`config.mk`:
```
export PLATFORM = sky130hd
export DESIGN_NAME = afls_match_unit
export DESIGN_NICKNAME = d
export VERILOG_FILES = /design/src/rtl/core/afls_pkg.sv /design/src/rtl/core/afls_match_unit.sv
export SDC_FILE = /design/constraint.sdc
export NUM_CORES = 1
export LEC_CHECK = 0
export BUFFER_PORTS_ARGS = -buffer_cell sky130_fd_sc_hd__buf_4
export CORE_UTILIZATION = 27
export DETAILED_ROUTE_END_ITERATION = 16
export PLACE_DENSITY = 0.85
export SLEW_MARGIN = 10
export SYNTH_ARGS = -nofsm -noshare
export SYNTH_HDL_FRONTEND = slang
export SYNTH_SLANG_ARGS = --single-unit
```
`constraint.sdc`:
```
create_clock -name vclk -period 1.1
set_input_delay 0.165 -clock vclk [all_inputs]
set_output_delay 0.165 -clock vclk [all_outputs]
set_load 0.05 [all_outputs]
```
`src/rtl/core/afls_pkg.sv`:
```
// Package of the AX.25 KISS frame learning switch: constants, codes, state
// encoding and the callsign compare function. No dependencies.
`default_nettype none

package afls_pkg;

  localparam int NUM_CHANNELS_DEF = 9;
  localparam int FRAME_BYTES_DEF  = 4096;
  localparam int MAX_ADDRS_DEF    = 10;
  localparam int ADDR_BYTES       = 7;

  localparam int CH_W   = 4;
  localparam int LEN_W  = 13;
  localparam int FWD_W  = 9;
  localparam int STAT_W = 2;
  localparam int CALL_W = 8 * ADDR_BYTES;

  localparam logic [7:0] FEND_BYTE      = 8'o300;
  localparam logic [7:0] KISS_TYPE_MASK = 8'h0f;
  localparam logic [7:0] EXT_BIT        = 8'h01;
  localparam logic [7:0] REPEAT_BIT     = 8'h80;
  localparam logic [7:0] SSID_BITS      = 8'h1e;

  // Byte k of a call sits at bits [8k +: 8].
  localparam logic [CALL_W-1:0] QST_CALL   = 56'h61_40_40_40_A8_A6_A2;
  localparam logic [CALL_W-1:0] NODES_CALL = 56'h61_40_A6_8A_88_9E_9C;

  typedef enum logic [STAT_W-1:0] {
    ST_ROUTED   = 2'd0,
    ST_NOT_DATA = 2'd1,
    ST_BAD_HDR  = 2'd2,
    ST_OVERFLOW = 2'd3
  } status_t;

  typedef enum logic [0:0] {
    REG_ALL_MULTICAST   = 1'b0,
    REG_CHANNELS_IN_USE = 1'b1
  } reg_idx_t;

  typedef enum logic [8:0] {
    S_IDLE = 9'b000000001,
    S_RT   = 9'b000000010,
    S_CT   = 9'b000000100,
    S_RE   = 9'b000001000,
    S_CE   = 9'b000010000,
    S_LD   = 9'b000100000,
    S_LRN  = 9'b001000000,
    S_CMP  = 9'b010000000,
    S_OUT  = 9'b100000000
  } state_t;

  function automatic logic call_match(input logic [CALL_W-1:0] x,
                                      input logic [CALL_W-1:0] y);
    logic [7:0] d;
    d = (x[CALL_W-1 -: 8] ^ y[CALL_W-1 -: 8]) & SSID_BITS;
    return (x[CALL_W-9:0] == y[CALL_W-9:0]) && (d == 8'h00);
  endfunction

endpackage

`default_nettype wire

```
`src/rtl/core/afls_match_unit.sv`:
```
// Shared channel compare unit: decides whether one channel gets the frame.
// Depends on afls_pkg for the call width and the compare function.
`default_nettype none

module afls_match_unit (
  input  wire logic [afls_pkg::CALL_W-1:0] dest_call,
  input  wire logic [afls_pkg::CALL_W-1:0] chan_call,
  input  wire logic                        multi,
  output logic                             hit
);
  import afls_pkg::*;

  // An unlearned channel (first byte zero) always gets the frame.
  assign hit = multi || (chan_call[7:0] == 8'h00) || call_match(dest_call, chan_call);

endmodule

`default_nettype wire

```
; After elaboration in Yosys (flattened, before gate mapping)
; Index checks and enable logic that the tools add are counted.
[word_totals]
in_bits = 113
register_bits = 0
word_cells = 7
[classes]
n_reduce_logical = 5
n_bitwise = 1
n_eq_ne = 1
[ops]
columns = operator, n
row1 = $eq 48x48->1, 1
row2 = $logic_not 8->1, 2
row3 = $xor 5x5->5, 1
row4 = $logic_or 1x1->1, 2
row5 = $logic_and 1x1->1, 1

; Longest topological paths before layout
[logic_depth]
depth_word = 4
ltp_mapped = 5
mapped_depth_nobuf = 5

; Worst setup path before layout
; Ideal clock, no wire load.
[synth_path]
kind = input-to-output
from = in chan_call[38] in the netlist's numbering
to = out hit
path_stages = 5
n_path_buf = 0
required_time_ps = 935
t_arrival_ps = 1497
slack_ps = -562
cell_sequence = xnor2_1 nand4_1 nor4_1 nand4_1 o21ai_1
[synth_between]
elab_chain_cells = 3
[synth_rtl]
columns = element, line
row1 = from (decl), afls_match_unit.sv:7  ; input wire logic [afls_pkg::CALL_W-1:0] chan_call,
row2 = $eq 48x48->1, afls_pkg.sv:56  ; return (x[CALL_W-9:0] == y[CALL_W-9:0]) && (d == 8'h00);
row3 = $logic_and 1x1->1, afls_pkg.sv:56
row4 = $logic_or 1x1->1, afls_match_unit.sv:14  ; assign hit = multi || (chan_call[7:0] == 8'h00) || call_match(dest_call, chan_call);
row5 = to (decl), afls_match_unit.sv:9  ; output logic hit
; Every way passes these cells.

; Worst setup path after layout
[layout_path]
from = in dest_call[34] in the netlist's numbering
to = out hit
[layout_between]
elab_chain_cells = 3
[layout_rtl]
columns = element, line
row1 = from (decl), afls_match_unit.sv:6  ; input wire logic [afls_pkg::CALL_W-1:0] dest_call,
row2 = $eq 48x48->1, afls_pkg.sv:56
row3 = $logic_and 1x1->1, afls_pkg.sv:56
row4 = $logic_or 1x1->1, afls_match_unit.sv:14
; Every way passes these cells.

==> metrics.csv <==
stage;metric;value;unit
worst_setup_path;startpoint_type;primary input;
power;switchingPower;191.5;uW
placed_design;gp_congestion;0.7695;
layout;nNetsFinal;301;
sta;slew_viol_final;0;
die;die_w;48.97;um
placed_design;dpl_cell_area;1526;um^2
power;finalPower;590.4;uW
sta;rsz0062_at_grt;yes;
power;p_sw_share;32.44;%
routing;drt_pre_antenna_iters;2;
routing;drc_errors;0;
sta;post-route-min-period;1613;ps
routing;wl;2805;um
worst_hold_path;hold_class;primary input to output port;
power;ir_drop;245.3;uV
routing;routedWlPerCell;13.17;um
power;internal-power;398.9;uW
synthesis;synthXorXnorAreaFrac;76.47;%
worst_setup_path;max_stage_delay;370;ps
layout;layout_commonest_cell;buf_4;
power;clkPwrFrac;0;%
layout;final_cell_mix;buf_4, xnor2_1, xor2_1;
worst_setup_path;crit_fanout;1;
synthesis;netlist_instances;73;
routing;dr_total_vias;970;
die;die_y;48.97;um
power;power_density;372.7;nW/um^2
placed_design;post-dp-hpwl;2438;um
sta;fin_crit_sh;146.6;%
synthesis;synth_compound_area_share;1.681;%
layout;seq_cells;0;
worst_setup_path;cpMostUsedCell;nand4_1;
synthesis;synth_top_area_share;47.06;%
die;ios;114;
outcome;violations;negative setup slack;
power;leakage;0.7640;nW
routing;ant_nets;0;
die;coreArea;2022;um^2
worst_setup_path;cp.required;940;ps
global_route;antenna_found_initial;0;
synthesis;synth_mux_area_share;0;%
routing;drt_iter0_drc;2;
synthesis;mappedNetlistArea;595.6;um^2
worst_setup_path;worstSetupPathType;primary input to output port;
synthesis;synth_area_leaders;xnor2_1, xor2_1, nand4_1;
run;drv_cap;0;
synthesis;yosysUniqueCellTypes;8;
layout;synthToLayoutAreaGrowth;166.0;%
layout;final_cell_area;1584;um^2
sta;fmax;620.0;MHz
synthesis;yosysSeqAreaShare;0;%
global_route;grt_pass1_vias;1055;
sta;tightest_slew;307.4;ps
placed_design;dp_slack;-557.2;ps
synthesis;synth_top_family_by_area;XOR/XNOR gates;
sta;setup-violations-final;1;
synthesis;synth_fa_ha_area_share;0;%
power;seqPwrFrac;0;%
worst_setup_path;crit_chain;buf_4 -> xnor2_2 -> nand4_1 -> nor4_2 -> nand4_1 -> o21ai_4 -> buf_8;
global_route;grt_max_degree;3;
synthesis;synthesis.nets;186;
placed_design;io_buffers;106;
sta;setup_tns;-512.8;ps
synthesis;yosys_warnings;0;
synthesis;syn_area_per_cell;8.159;um^2
layout;drive_gt1_share;68.28;%
outcome;status;finished with violations;
die;rows;16;
synthesis;synth.largest_area_cell;xnor2_1;
layout;antenna_cells;0;
power;power_frac_comb;100.0;%
layout;final_util;78.34;%
sta;setup_slack;-512.8;ps
routing;vias_per_cell;4.554;
die;die_area;2398;um^2
worst_setup_path;setup.worst_path.start;dest_call[34];
layout;clkbuf_count;0;
global_route;grt.total_usage;22.97;%
sta;slew_headroom;79.32;%
worst_setup_path;cp_slowest_cell;nor4_2;
sta;hold_viol;0;
worst_setup_path;worstSetupEndpointType;output port;
worst_setup_path;worstPathArrival;1450;ps
layout;area.sequential;0;um^2
worst_hold_path;hp-start;multi;
die;initial_utilization;29.46;%
global_route;grt_pass1_wl;4340;um
synthesis;synth_simple_gate_area_share;21.85;%
global_route;gr-total-overflow;0;
## timing repair
action | in CTS | in global routing
endpoints found under the hold margin | 0 | 0
pin swaps | 2 | 1
setup endpoints to repair | 1 | 1
buffers inserted | 0 | 0
resized for setup | 8 | 2
hold buffers | 0 | 0
## critical path: cells and delay by family
| family | cells | cell delay (ps) |
|---|---|---|
| AND/OR/NAND/NOR | 3 | 710 |
| XOR/XNOR | 1 | 130 |
| buffers and inverters | 2 | 280 |
| AO/OA/AOI/OAI | 1 | 170 |
## cell type report
| cell class | count | area (um^2) |
|---|---|---|
| repair buffers | 113 | 863.3 |
| well taps | 27 | 33.78 |
| fillers | 153 | 437.9 |
| multi-input cells | 73 | 686.9 |
## synth_stat cells
cell type and n:
nor4_2 2, xnor2_1 32, nor4_1 7, o21ai_1 1, xor2_1 20, nand4_1 9
nand3_1 1, a21oi_1 1
## per-stage QoR
stage	cells	hold slack [ps]
floorplan	73	520.0
global placement	213	694.3
detailed placement	213	699.9
CTS	213	667.4
global route	213	679.5
finish	213	659.5
## worst paths after layout
kind	endpoint	slack (ps)	cells past startpoint
max	hit	-510	7
min	hit	660	4
## per-layer routing
layer	vias to the layer above	track usage [%]	wire, um
li1	484	-	-
met1	421	18.59	837
met2	63	54.17	1674
met3	2	4.984	273
met4	0	1.471	19
met5	-	0	0
## power groups by stage
stage | Sequential, mW | Combinational, mW | Clock, mW
after global routing | 0 | 0.634 | 0
final | 0 | 0.590 | 0
after CTS | 0 | 0.584 | 0
after floorplan | 0 | 0.194 | 0
after detailed placement | 0 | 0.564 | 0
after global placement | 0 | 0.547 | 0
## cell families (layout without fill, tap and decap cells)
group | count (synthesis) | in the layout
buffers and inverters | 0 | 113
and+or+nand+nor | 19 | 19
AOI/OAI and AO/OA | 2 | 2
xor gates and xnor gates | 52 | 52
Power figures use the tool's default switching activity.
